$ cat src/sv/mrd_pkg.sv
// Package for the mount reply decoder: character codes, the result record
// and the hex digit decode function. No dependencies.
package mrd_pkg;

    // Character codes of the reply framing
    localparam logic [7:0] CHAR_GOOD  = 8'h3D;  // '='
    localparam logic [7:0] CHAR_ERROR = 8'h21;  // '!'
    localparam logic [7:0] CHAR_CR    = 8'h0D;  // carriage return

    // Width of the decoded value and its byte lanes
    localparam int VALUE_W = 24;
    localparam int LANES   = VALUE_W / 8;

    // Packed widths of the output channel
    localparam int M_TDATA_W = 40;
    localparam int M_TUSER_W = 1;

    // One decoded reply
    typedef struct packed {
        logic [VALUE_W-1:0] reply_value;
        logic [2:0]         char_count;
        logic               reply_good;
        logic               bad_digit;
        logic               overflow;
        logic               full_stop;
        logic               slewing;
        logic               slewing_to;
        logic               forward;
        logic               high_speed;
        logic               not_initialized;
    } t_result;

    // Hex digit decode: bit 4 set marks a character that is not a hex digit
    function automatic logic [4:0] hex_decode(input logic [7:0] c);
        logic [4:0] v;
        v = 5'h10;
        if (c >= 8'h30 && c <= 8'h39) begin
            v = {1'b0, c[3:0]};
        end else if ((c >= 8'h41 && c <= 8'h46) || (c >= 8'h61 && c <= 8'h66)) begin
            v = {1'b0, c[3:0] + 4'd9};
        end
        return v;
    endfunction

endpackage

$ cat src/sv/mount_reply_decoder_top.sv
// Mount reply decoder: collects reply bytes and emits one decoded reply per
// carriage return that closes an open reply. Depends on mrd_pkg.
//
//  Channel  | Direction | Ports              | Contents
//  ---------+-----------+--------------------+------------------------------------
//  s        | in        | tvalid/tready/tdata| one received byte
//  m        | out       | tvalid/tready/tdata| decoded reply value, count, flags
//           |           | tuser              | reply_good
//
// The parser state is updated in the cycle the request is accepted and a
// result is registered in the output stage, so one byte can be accepted in
// every cycle while o_s_tready is high. A two-entry output stage (output
// register plus skid register) keeps o_s_tready high while one result waits;
// it drops only while both entries are full. Reset (i_rst_n low, synchronous)
// clears the parser and empties the output stage.
module mount_reply_decoder_top #(
    parameter int MAX_DIGITS = 6
) (
    input  logic                           i_clk,
    input  logic                           i_rst_n,
    // Input byte stream
    input  logic                           i_s_tvalid,
    output logic                           o_s_tready,
    input  logic [7:0]                     i_s_tdata,   // [7:0] rx_byte
    // Decoded replies
    output logic                           o_m_tvalid,
    input  logic                           i_m_tready,
    // [23:0] reply_value, [26:24] char_count, [27] bad_digit, [28] overflow,
    // [29] full_stop, [30] slewing, [31] slewing_to, [32] forward,
    // [33] high_speed, [34] not_initialized, [39:35] zero
    output logic [mrd_pkg::M_TDATA_W-1:0]  o_m_tdata,
    output logic [mrd_pkg::M_TUSER_W-1:0]  o_m_tuser    // [0] reply_good
);
    import mrd_pkg::*;

    localparam int CW = $clog2(MAX_DIGITS + 1);

    // Parser state
    logic          r_in_reply,   n_in_reply;
    logic          r_good,       n_good;
    logic [CW-1:0] r_chars,      n_chars;
    logic [3:0]    r_pending,    n_pending;
    logic [7:0]    r_lane [LANES];
    logic [7:0]    n_lane [LANES];
    logic [2:0]    r_first,      n_first;
    logic          r_second,     n_second;
    logic          r_third,      n_third;
    logic          r_bad,        n_bad;
    logic          r_ovf,        n_ovf;

    // Output stage
    logic          r_out_valid;
    t_result       r_out;
    logic          r_skid_valid;
    t_result       r_skid;

    logic          fire;
    logic          emit;
    t_result       res;
    logic [4:0]    hex;
    int unsigned   chars32;
    int unsigned   pair32;
    logic          stop;
    logic [7:0]    final_lane [LANES];

    assign o_s_tready = !r_skid_valid;
    assign fire       = i_s_tvalid && o_s_tready;
    assign hex        = hex_decode(i_s_tdata);
    assign chars32    = 32'(r_chars);
    assign pair32     = 32'(r_chars[CW-1:1]);

    // Byte parser: next state and result for the byte at the input
    always_comb begin
        n_in_reply = r_in_reply;
        n_good     = r_good;
        n_chars    = r_chars;
        n_pending  = r_pending;
        n_lane     = r_lane;
        n_first    = r_first;
        n_second   = r_second;
        n_third    = r_third;
        n_bad      = r_bad;
        n_ovf      = r_ovf;
        emit       = 1'b0;

        // Lanes as seen at close: a lone last digit forms its own pair
        final_lane = r_lane;
        for (int k = 0; k < LANES; k++) begin
            if (r_chars[0] && pair32 == k) begin
                final_lane[k] = {4'd0, r_pending};
            end
        end

        stop                = !r_second;
        res.reply_value     = {final_lane[2], final_lane[1], final_lane[0]};
        res.char_count      = (chars32 > 7) ? 3'd7 : chars32[2:0];
        res.reply_good      = r_good;
        res.bad_digit       = r_bad;
        res.overflow        = r_ovf;
        res.full_stop       = stop;
        res.slewing         = !stop && r_first[0];
        res.slewing_to      = !stop && !r_first[0];
        res.forward         = !r_first[1];
        res.high_speed      = r_first[2];
        res.not_initialized = !r_third;

        if (fire) begin
            if (i_s_tdata == CHAR_GOOD || i_s_tdata == CHAR_ERROR) begin
                // Start marker: opens a reply, or only updates the kind inside one
                if (!r_in_reply) begin
                    n_chars   = '0;
                    n_pending = '0;
                    for (int k = 0; k < LANES; k++) n_lane[k] = '0;
                    n_first   = '0;
                    n_second  = 1'b0;
                    n_third   = 1'b0;
                    n_bad     = 1'b0;
                    n_ovf     = 1'b0;
                    n_in_reply = 1'b1;
                end
                n_good = (i_s_tdata == CHAR_GOOD);
            end else if (r_in_reply) begin
                if (i_s_tdata == CHAR_CR) begin
                    // Close the reply and clear the payload
                    emit       = 1'b1;
                    n_in_reply = 1'b0;
                    n_chars    = '0;
                    n_pending  = '0;
                    for (int k = 0; k < LANES; k++) n_lane[k] = '0;
                    n_first    = '0;
                    n_second   = 1'b0;
                    n_third    = 1'b0;
                    n_bad      = 1'b0;
                    n_ovf      = 1'b0;
                end else if (chars32 >= MAX_DIGITS) begin
                    n_ovf = 1'b1;
                end else begin
                    // Payload character: status bits, nibble and pair assembly
                    if (hex[4]) begin
                        n_bad = 1'b1;
                    end
                    if (chars32 == 0) begin
                        n_first = i_s_tdata[2:0];
                    end else if (chars32 == 1) begin
                        n_second = i_s_tdata[0];
                    end else if (chars32 == 2) begin
                        n_third = i_s_tdata[0];
                    end
                    if (!r_chars[0]) begin
                        n_pending = hex[4] ? 4'd0 : hex[3:0];
                    end else begin
                        for (int k = 0; k < LANES; k++) begin
                            if (pair32 == k) begin
                                n_lane[k] = {r_pending, hex[4] ? 4'd0 : hex[3:0]};
                            end
                        end
                        n_pending = '0;
                    end
                    n_chars = r_chars + CW'(1);
                end
            end
        end
    end

    // Parser registers
    always_ff @(posedge i_clk) begin
        if (!i_rst_n) begin
            r_in_reply <= 1'b0;
            r_good     <= 1'b0;
            r_chars    <= '0;
            r_pending  <= '0;
            for (int k = 0; k < LANES; k++) r_lane[k] <= '0;
            r_first    <= '0;
            r_second   <= 1'b0;
            r_third    <= 1'b0;
            r_bad      <= 1'b0;
            r_ovf      <= 1'b0;
        end else begin
            r_in_reply <= n_in_reply;
            r_good     <= n_good;
            r_chars    <= n_chars;
            r_pending  <= n_pending;
            r_lane     <= n_lane;
            r_first    <= n_first;
            r_second   <= n_second;
            r_third    <= n_third;
            r_bad      <= n_bad;
            r_ovf      <= n_ovf;
        end
    end

    // Output register with skid entry behind it
    always_ff @(posedge i_clk) begin
        if (!i_rst_n) begin
            r_out_valid  <= 1'b0;
            r_skid_valid <= 1'b0;
        end else if (!r_out_valid || i_m_tready) begin
            if (r_skid_valid) begin
                r_out_valid  <= 1'b1;
                r_skid_valid <= 1'b0;
            end else begin
                r_out_valid  <= emit;
            end
        end else if (emit) begin
            r_skid_valid <= 1'b1;
        end
    end

    // Payload of the output stage
    always_ff @(posedge i_clk) begin
        if (!r_out_valid || i_m_tready) begin
            r_out <= r_skid_valid ? r_skid : res;
        end else if (emit) begin
            r_skid <= res;
        end
    end

    assign o_m_tvalid = r_out_valid;
    assign o_m_tdata  = {5'd0,
                         r_out.not_initialized, r_out.high_speed, r_out.forward,
                         r_out.slewing_to, r_out.slewing, r_out.full_stop,
                         r_out.overflow, r_out.bad_digit,
                         r_out.char_count, r_out.reply_value};
    assign o_m_tuser  = r_out.reply_good;

endmodule

$ cat config.mk
export PLATFORM = sky130hd
export DESIGN_NAME = mount_reply_decoder_top
export DESIGN_NICKNAME = d
export VERILOG_FILES = /design/src/sv/mrd_pkg.sv /design/src/sv/mount_reply_decoder_top.sv
export SDC_FILE = /design/constraint.sdc
export NUM_CORES = 1
export LEC_CHECK = 0
export BUFFER_PORTS_ARGS = -buffer_cell sky130_fd_sc_hd__buf_2
export CAP_MARGIN = 40
export CORE_ASPECT_RATIO = 0.7
export CORE_MARGIN = 2
export CORE_UTILIZATION = 35
export DETAILED_ROUTE_END_ITERATION = 12
export GPL_TIMING_DRIVEN = 0
export PLACE_DENSITY = 0.63
export SLEW_MARGIN = 15
export SYNTH_ARGS = -nofsm -noshare
export SYNTH_HDL_FRONTEND = slang
export SYNTH_SLANG_ARGS = --single-unit
export TNS_END_PERCENT = 10
$ cat constraint.sdc
create_clock -name i_clk -period 12.01 [get_ports i_clk]
set_clock_uncertainty 0.1 [all_clocks]
set_input_delay 0.6005 -clock i_clk [delete_from_list [all_inputs] [get_ports i_clk]]
set_output_delay 0.6005 -clock i_clk [all_outputs]
set_load 0.01 [all_outputs]
# Yosys cells after proc, flatten, opt, wreduce, memory -nomap -nowiden
# Cells that the tools add are included.
[word_totals] regBits=114 elab_cells=165
[op_classes] mux=64 bitwise_logic=2 add_sub_neg=2 reduce_logical=42 order_cmp=8 eq_ne=11
[op_table] operator="2-to-1 mux 24 bit" count=6
[op_table] operator="zero test 32 bit" count=2
[op_table] operator="2-to-1 mux 8 bit" count=6
[op_table] operator="2-to-1 mux 36 bit" count=1
[op_table] operator="2-to-1 mux 3 bit" count=11
[op_table] operator="2-to-1 mux 1 bit" count=31
[op_table] operator="2-to-1 mux 4 bit" count=7
[op_table] operator="nonzero test 3 bit" count=9
[op_table] operator="AND reduction 6 bit" count=4
[op_table] operator="== test 8 x 6 -> 1 bit, second input constant" count=2
[op_table] operator="greater-or-equal comparator 8 x 7 -> 1 bit, second input constant" count=2
[op_table] operator="<= comparator 8 x 7 -> 1 bit, second input constant" count=2
[op_table] operator="2-to-1 mux 5 bit" count=2
[op_table] operator="AND reduction 5 bit" count=2
[op_table] operator="logical AND 1 bit" count=9
[op_table] operator="inequality test 3 bit, second input constant" count=3
[op_table] operator="== test 8 x 4 -> 1 bit, second input constant" count=1
[op_table] operator="greater-or-equal comparator 8 x 6 -> 1 bit, second input constant" count=1
[op_table] operator="<= comparator 8 x 6 -> 1 bit, second input constant" count=1
[op_table] operator="AND reduction 4 bit" count=2
[op_table] operator="AND reduction 7 bit" count=1
[op_table] operator="zero test 1 bit" count=6
[op_table] operator="adder 4 bit, second input constant" count=1
[op_table] operator="AND reduction 2 bit" count=2
[op_table] operator="other kinds (12)" count=15

# Logic depth before layout (Yosys ltp)
# Gate-level depths: netlist of the first run.
[logic_depth] ltp_word=12 ltp_mapped=12

# Least setup slack after synthesis of the first run
# Ideal clock, no wire load.
[synth_timing] kind="in2reg" from="input port i_m_tready" to="register r_skid[0] in the netlist's numbering, enable pin" n_path_buf=0 path_stages=2 arrival_ns=4.340 setup_slack_ns=7.089 setup_ns=0.481 required_ns=11.429 path_cell_list="nand2b_1 nor3b_1"
[synth_via] elab_chain_len=3
[synth_rtl] item="start: declaration" line="mount_reply_decoder_top.sv:27" text="input logic i_m_tready,"
[synth_rtl] item="logical OR 1 bit" line="mount_reply_decoder_top.sv:211" text="if (!r_out_valid || i_m_tready) begin"
[synth_rtl] item="NOT 1 bit (no source line)"
[synth_rtl] item="AND reduction 2 bit (no source line)"
[synth_rtl] item="end signal: assignment" line="mount_reply_decoder_top.sv:214" text="r_skid <= res;"
[synth_rtl] item="end: declaration" line="mount_reply_decoder_top.sv:55" text="t_result r_skid;"
# No other way between the ends.
# A chain may end at the register's enable or synchronous reset.

# Worst setup path in the final report of the first run
[layout_timing] from="input port i_s_tdata[0]" to="register r_lane[22] in the netlist's numbering"
[layout_via] elab_chain_len=4 word_cells_on_any_way=13
[layout_rtl] item="start: declaration" line="mount_reply_decoder_top.sv:24" text="input logic [7:0] i_s_tdata,"
[layout_rtl] item="== test 8 x 6 -> 1 bit or == test 8 x 4 -> 1 bit (tied branches)" line="mount_reply_decoder_top.sv:108, mount_reply_decoder_top.sv:123"
[layout_rtl] item="logical OR 1 bit or 2-to-1 mux 24 bit (tied branches)" line="mount_reply_decoder_top.sv:108, mount_reply_decoder_top.sv:123"
[layout_rtl] item="inequality test 3 bit (no source line) (tied with other cells)"
[layout_rtl] item="AND reduction 6 bit (no source line) or 2-to-1 mux 24 bit (tied branches)"
[layout_rtl] item="end signal: assignment" line="mount_reply_decoder_top.sv:183" text="r_lane <= n_lane;"
[layout_rtl] item="end: declaration" line="mount_reply_decoder_top.sv:43" text="logic [7:0] r_lane [LANES];"
# Parallel ways exist; a longest one is shown, timed or not. The select of a mux whose other input is x is not followed.

==> run summary, run 1 <==
In this run, distinct cell masters in the synthesized netlist total 60. After synthesis, the share of flip-flops with an asynchronous set or reset is 0%. Setup violations remaining at the end of the flow were counted as 0.

The share of cells above drive strength 1 is ~27%. The hold buffer count at CTS came out at 0. Walking the worst path, the cells encountered are buf_2 -> ha_1 -> or3b_2 -> buf_4 -> a211o_1 -> ha_1 -> or4b_2 -> a21oi_2 -> nand2_2 -> a32oi_1 -> nor2_1. The delay of the slowest critical-path stage is 0.73 ns. Setup repair after global routing left no endpoint under its margin.

The worst register-to-register path begins at r_skid_valid. By area the synthesized netlist is led by edfxtp_1 (43%), dfxtp_1 (17%), mux2_2 (6.8%). The number of detailed-route iterations in the first pass came out at 5.

The H-tree was split into 4 levels. After detailed routing, the number of remaining DRC violations is 0. The chip width came out at 147 um. The static leakage is 2.48 nW. The die boundary height came out at 104 um. The floorplan has 36 rows.

The cell count after synthesis came out at 420. The worst IR drop on VDD is 0.0945 mV. After legalization and detailed placement, the total HPWL measured 7780 um. The placed instance count is 667.

The area of all placed cells without fillers came out at 0.00607 mm^2. After the flow finishes, the layout carries non-filler instances totaling 697. The largest driver fanout on the critical path is 10. The sum of buffers and inverters on the critical path is 2. Hold timing on the final database bottoms out at a slack of ~0.35 ns. The most common cell after layout, fill and taps aside is edfxtp_1.

Setup total negative slack on the finished layout was measured at 0 ns. Dividing the synthesized area by the synthesized cell count gives about 12 um^2. In this run the clock root is driven by a clkbuf_16. The top cell types in the final layout, fill and taps aside, are edfxtp_1 (72), nand2_1 (55), buf_2 (51). Entering global routing, the biggest net connects 27 pins. Before CTS, the worst setup slack after placement is 8.13 ns. The number of warnings printed during yosys synthesis is 0.

The number of global-route vias before repair came out at ~3,500. The number of synthesized flops with an enable pin came out at 72. The first global-routing pass estimated 18,200 um of wire. The highest clock frequency the design can meet is 284 MHz.

For hold timing, the worst endpoint is r_lane[6]. The first routing iteration left ~280 violations. In this run the most critical hold path is launched from r_lane[6]. The area of placed instances came out at between 0.005 and 0.006 mm^2. The setup path with the least slack is of type input pin to register.

The number of setup buffers added after CTS is 0. In this run the deepest clock path goes through 2 buffers. The final setup slack of the worst path is 8.49 ns. The via total after detailed routing is 3,514.

The number of max-slew violations in the final report was 0. The number of top-level design ports came out at 55. The number of routed nets with antenna violations came out at 0. The flop-to-flop setup slack came out at 9.50 ns. The number of antenna violations at the first check in global routing came out at 0.

The total wire length came out at 10,900 um. The final-stage net count came out at 518. The full die area is 0.0153 mm^2. Power spread over the standard cell area amounts to 145 mW/mm^2.

The most numerous cell type found on the critical path is ha_1. The total count of hold-check failures in the final report is 0. In this run the biggest area consumer among cell types represents 43.2% of the synthesized area. STA classifies the critical path startpoint as an input pin. The data required time at the worst endpoint is 12.19 ns. The count of max-cap constraint violations came out at 0. Routability-driven placement finished with a final weighted congestion of 0.856.

The biggest area contributor in the post-synthesis netlist is edfxtp_1. STA puts the critical path data arrival time at 3.70 ns. For this design, the sink count on the clock tree is about 110. Clock latency on the worst-skew pair, taken at its later pin, is 0.41 ns. The clock period minus final worst setup slack is 3.52 ns. In the final routed layout, each cell accounts on average for 15.7 um. The average vias per placed instance came out at 5.04. The portion of the post-synthesis area used by sequential elements is 60.1%. The class of the tightest hold or removal check is register to register.

The depth of the most critical reg-to-reg path came out at 6. The antenna diode count came out at 0. After synthesis the cells add up to 0.00500 mm^2. TritonCTS created 17 clock buffers. The slowest stage of the critical path belongs to the cell or4b_2. For the pin with the worst max-slew slack, the measured transition is just under 0.9 ns. The type of destination of the critical path is a register. The post-route clock period utilization came out at between 20% and 30%. The top flip-flop cell by instance count after synthesis is edfxtp_1. The register bit total from synthesis came out at around 110. The flow ran to the end, and the final reports show no timing, DRC or antenna violations. The capture point of the worst reg-to-reg path is r_skid[33]. The cell depth of the worst hold path is 2. The number of buffer cells added on primary ports came out at 48. Post-CTS repair changed the size of 0 cells. The overflow left after global routing came out at 0.

The overall power came out at 0.880 mW. The initial utilization of the core area, before any placement, comes to 35.9%. The total routing usage reported by global routing came out at approximately 15%.

The relative slew slack came out at 41.3%. The kind of cell with the highest combined delay on the critical path is simple AND/OR/NAND/NOR gates. Cells fill 43.6% of the core in the end. The clock edge transition at the registers on the reported setup and hold paths is roughly 0.050 ns.

TritonCTS built the clock tree. The area of the core region came out at ~0.014 mm^2. The area growth from synthesis to layout is 21.4%.
==> routing by layer <==
| layer | vias to the layer above | wire length, um | GRT usage, % |
|---|---|---|---|
| li1 | 1696 | - | - |
| met1 | 1694 | 5380 | 21.9 |
| met2 | 115 | 4760 | 22.1 |
| met3 | 9 | 727 | 5.53 |
| met4 | 0 | 83 | 4.02 |
| met5 | - | 0 | 0 |
==> synth_stat cells (8+ instances only) <==
| cell type | instances |
|---|---|
| a21oi_1 | 17 |
| a32oi_1 | 8 |
| and2_1 | 14 |
| clkbuf_1 | 9 |
| dfxtp_1 | 42 |
| edfxtp_1 | 72 |
| ha_1 | 10 |
| inv_1 | 12 |
| mux2_2 | 30 |
| nand2_1 | 55 |
| nand3_1 | 14 |
| nor2_1 | 24 |
| nor3_1 | 13 |
| o21ai_0 | 10 |
==> worst max-delay path by stage <==
stage | start | endpoint | slack, ns | cells after the start
after floorplan | i_m_tready | r_skid[0] | 7.09 | 2
after global placement | i_m_tready | r_skid[28] | 5.26 | 3
after detailed placement | i_s_tdata[0] | r_lane[22] | 8.13 | 11
after CTS | i_s_tdata[1] | r_lane[22] | 8.55 | 12
after global routing | i_s_tdata[0] | r_lane[15] | 8.33 | 11
final | i_s_tdata[0] | r_lane[22] | 8.49 | 11
==> tightest hold or removal path, delay by kind of cell, from the launching register on <==
family             cells  cell delay, ns
AOI/OAI and AO/OA      1            0.05
and+or+nand+nor        1            0.05
DFF                    1            0.30
==> sequential cells by signal, indices dropped and copies added (netlist names), 3 cells and up <==
name       cells
r_skid        36
o_m_tdata     35
r_chars        3
r_first        3
r_lane        24
r_pending      4
==> layout make-up <==
cell class | instances | area (um^2)
multi-input cells | 271 | 1810
clock inverters | 8 | 63.8
plain buffers | 26 | 160
fillers | 1312 | 7850
flip-flops and latches | 114 | 3000
repair buffers | 53 | 292
inverters | 13 | 48.8
clock buffers | 22 | 454
well taps | 190 | 238
==> kinds of logic (layout without fill, tap and decap cells) <==
logic type	Yosys count	count (layout)	share of synthesized area, %
xor gates and xnor gates	1	1	0.175
DFF	114	114	60.1
buffers and inverters	39	122	4.18
AOI/OAI and AO/OA	68	68	10.0
other	1	5	0.0750
muxes	33	33	7.36
and+or+nand+nor	154	154	15.6
adders and majority gates	10	10	2.50
==> report_power, final <==
| part | internal, mW | total [mW] | switching [mW] |
|---|---|---|---|
| clock network | 0.283 | 0.447 | 0.164 |
| registers | 0.412 | 0.413 | 0.000130 |
| logic | 0.00746 | 0.0208 | 0.0134 |
Power figures use the tool's default switching activity.
==> inputs of run 2 (changes only) <==
ABC_AREA = 1   (was unset)
PLACE_DENSITY = 0.65   (was 0.63)
clock period = 2.98 ns   (was 12.01 ns; I/O delays follow)
==> run 2 against run 1 <==
Sequential share of layout area decreased by 2.2 points. Combinational power increased to 3.6 times the previous value. Final area increased by 4.7%. Worst setup slack got worse by 8.1 ns. Critical path depth decreased by 3. Global-route usage increased by 0.87 points. Power increased to 4.4 times the previous value. Routed wire length increased by 5.9%. Sequential power increased to 4.0 times the previous value. Via count increased by 11%.
==> run summary, run 2 <==
The post-route clock period utilization came out at 85.9%. The post-synthesis cell count came out at 581. The die covers 0.0157 mm^2. The static leakage is 2.88 nW. The fill cell total of the finished layout came out at 1,421. For this run, the leading register cell type out of synthesis is edfxtp_1. The overflow left after global routing came out at 0. The final setup violation count is 0. The flow ran to the end, and the final reports show no timing, DRC or antenna violations.

After routing, the total negative slack on setup checks comes to 0 ns. Setup repair after global routing left no endpoint under its margin. The number of library cell types mapped by synthesis is 28.

The number of routed nets with antenna violations is 0. The critical path is of the register to register type. The most common cell in the synthesized netlist is nand2_1.

The actual slew at the worst max-slew pin came out at 0.777 ns. Counting every sink on the clock net gives 114. The total count of hold-check failures in the final report came out at 0.

The worst setup path is captured at a register. On the critical path the largest part of the delay comes from buffers and inverters. The core region is ~0.015 mm^2. The flip-flop count of the largest register, all copies and words added is 36.

TritonCTS built the clock tree. The H-tree generated during clock tree synthesis spans 4 levels. The register with the most flip-flops in the final layout is r_skid. For this run, the register share of the synthesized area comes to 58.2%.

In the routed layout, each cell is associated on average with a via count of 4.52. The number of antenna violations at the first check in global routing is 0. The HPWL reported at the end of detailed placement came out at 8230 um.

STA puts the critical path data required time at 3.00 ns. Cells with a size suffix above 1 make up 16.7% of the layout. The largest individual stage delay along the critical path comes from the cell nor4_4. Of all nets on the critical path, the largest fanout is 13.

In this run the horizontal extent of the chip is approximately 150 um. The share of flip-flops with an asynchronous set or reset after synthesis came out at 0%. The post-CTS setup repair buffer count came out at 0. The cell area that synthesis handed to floorplanning was 0.00516 mm^2. The design draws 3.87 mW. The total wire length is 11,600 um. The hold buffer count at CTS is 0. The path class of the tightest hold or removal check is input pin to register. The global-route wire length before repair came out at 19,500 um. After the first detailed-routing iteration, the DRC count stood at 331. The antenna diode count is 0. The root buffer cell chosen for the clock tree is clkbuf_16. The maximum buffer depth of the clock tree is 2.

The die boundary height came out at roughly 110 um. The clock reaches the later pin of the worst-skew pair after 0.41 ns. The number of top-level design ports came out at 55.

The register bit total from synthesis is 114. In the final design database the tool counted 678 nets. The area growth from synthesis to layout came out at 23.1%. The library cell used most frequently in the layout, excluding fill and tap cells, is nand2_1. The number of warnings printed during yosys synthesis is 0. By count the netlist is led by nand2_1 (185), edfxtp_1 (72), inv_1 (70). The portion of synthesized cell area occupied by the leading cell type is 41.9%. The register area came out at about 0.0030 mm^2. The count of buffers added on input and output ports is 48. The sum of buffers and inverters on the critical path is 5.

The number of global-route vias before repair is 3,775. The detailed-route wire length per cell is 13.4 um. The placer's final routability congestion estimate came out at ~0.85.

In this run, synthesis inferred 72 flip-flops with an integrated enable. The most prevalent standard cell on the critical path is buf_6. Headroom to the max-slew limit came out at a little under half. The via total after detailed routing is roughly 3,900.

The number of core rows is 37. The critical path data arrival time is 2.58 ns. The first detailed-routing pass ran for 6 iterations. The worst slack at placement came out at 0.0831 ns. The count of max-cap constraint violations is 0.

After clock tree synthesis, the clock-pin slew on the worst setup and hold paths is about 0.050 ns. Yosys attributes the largest share of cell area to edfxtp_1 (42%), dfxtp_1 (16%), nand2_1 (13%). The combined area of the multi-input logic cells came out at around 0.0018 mm^2.

The number of buffers created by CTS is 17. The worst IR drop on VDD came out at 0.302 mV. The power per cell area came out at 609 mW/mm^2. The critical path goes through inv_2 -> nand2_2 -> inv_1 -> nand2_1 -> nor4_4 -> buf_6 -> buf_6 -> buf_6. The number of gates given a new drive strength after cts is 0.

Of all cell types, the one taking the most synthesized area is edfxtp_1. The count of unresolved DRC violations after routing came out at 0. For this run, the slowest stage of the critical path takes ~0.6 ns. The final setup slack of the worst path is 0.419 ns. The clock period minus final worst setup slack came out at approximately 2.6 ns. The largest net degree at the start of global routing is 34.

The worst setup path is launched from a register. The highest clock frequency the design can meet came out at 391 MHz. The total routing usage reported by global routing came out at 16.2%.

The number of max-slew violations in the final report came out at 0. The library cells used most frequently in the layout, excluding fill and tap cells, are nand2_1 (184), edfxtp_1 (72), inv_1 (70). The starting density of the core is 35.5%.

The average footprint of a synthesized cell came out at 8.88 um^2.
## run 2: cell count changes in the layout (fill, tap and decap cells not counted), sizes merged, moves of 12 or more
cell,before,now
nor2,24,73
nand4,4,16
nand2,57,191
o21ai,10,31
and2,14,0
mux2,30,0
inv,13,73
## run 2: cell families (layout without fill, tap and decap cells)
group / after synthesis / after routing / share of synthesized area (%)
buf+inv: 98 / 182 / 8.07
compound gates: 47 / 47 / 4.61
simple gates: 310 / 310 / 26.5
xor+xnor: 1 / 1 / 0.170
flops: 114 / 114 / 58.2
other cells: 1 / 5 / 0.0727
fa+ha+maj: 10 / 10 / 2.42
## run 2: through the flow
stage               util (%)  hold WS [ns]  instance area (um^2)  std cells
global route            43.7        0.0772                  6350        864
detailed placement      39.4         0.326                  5730        832
CTS                     43.7        0.0502                  6350        864
finish                  43.7        0.0629                  6350        864
global placement        39.1         0.320                  5680        828
floorplan                  -         0.307                  5190        585
## run 2: area by class of cell
cell class | count | area share, %
inverters | 73 | 4.31
flip-flops and latches | 114 | 47.3
clock buffers | 23 | 7.37
well taps | 195 | 3.84
repair buffers | 52 | 4.63
clock inverters | 9 | 2.42
multi-input cells | 373 | 27.9
plain buffers | 25 | 2.24
## run 2: path summary, 6_finish.rpt
path / to / startpoint / depth (start not counted) / slack, ns
max reg2reg: r_skid[31] / r_skid_valid / 8 / 0.42
max: r_skid[31] / r_skid_valid / 8 / 0.42
min: r_second / i_rst_n / 3 / 0.06
min reg2reg: r_skid[7] / r_bad / 0 / 0.34
## run 2: report_power, final
group | internal, mW | switching, mW | leakage (nW)
Combinational | 0.0236 | 0.0519 | 1.48
Sequential | 1.66 | 0.000858 | 1.11
Clock | 1.44 | 0.690 | 0.297
Total | 3.13 | 0.743 | 2.88
## run 2: worst register-to-register path, delay by kind of cell, from the launching register on
kind | cells | cell delay (ns)
buf+inv | 5 | 0.96
flops | 1 | 0.34
simple gates | 3 | 0.86
## run 2: metal layers
layer  global-route usage, %  vias to the layer above  share of wire [%]
met1                    23.8                     1777                 52
met2                    23.1                      111                 41
met4                    6.87                        0                1.5
li1                        -                     2006                  -
met5                       0                        -                  0
met3                    3.42                       14                5.8
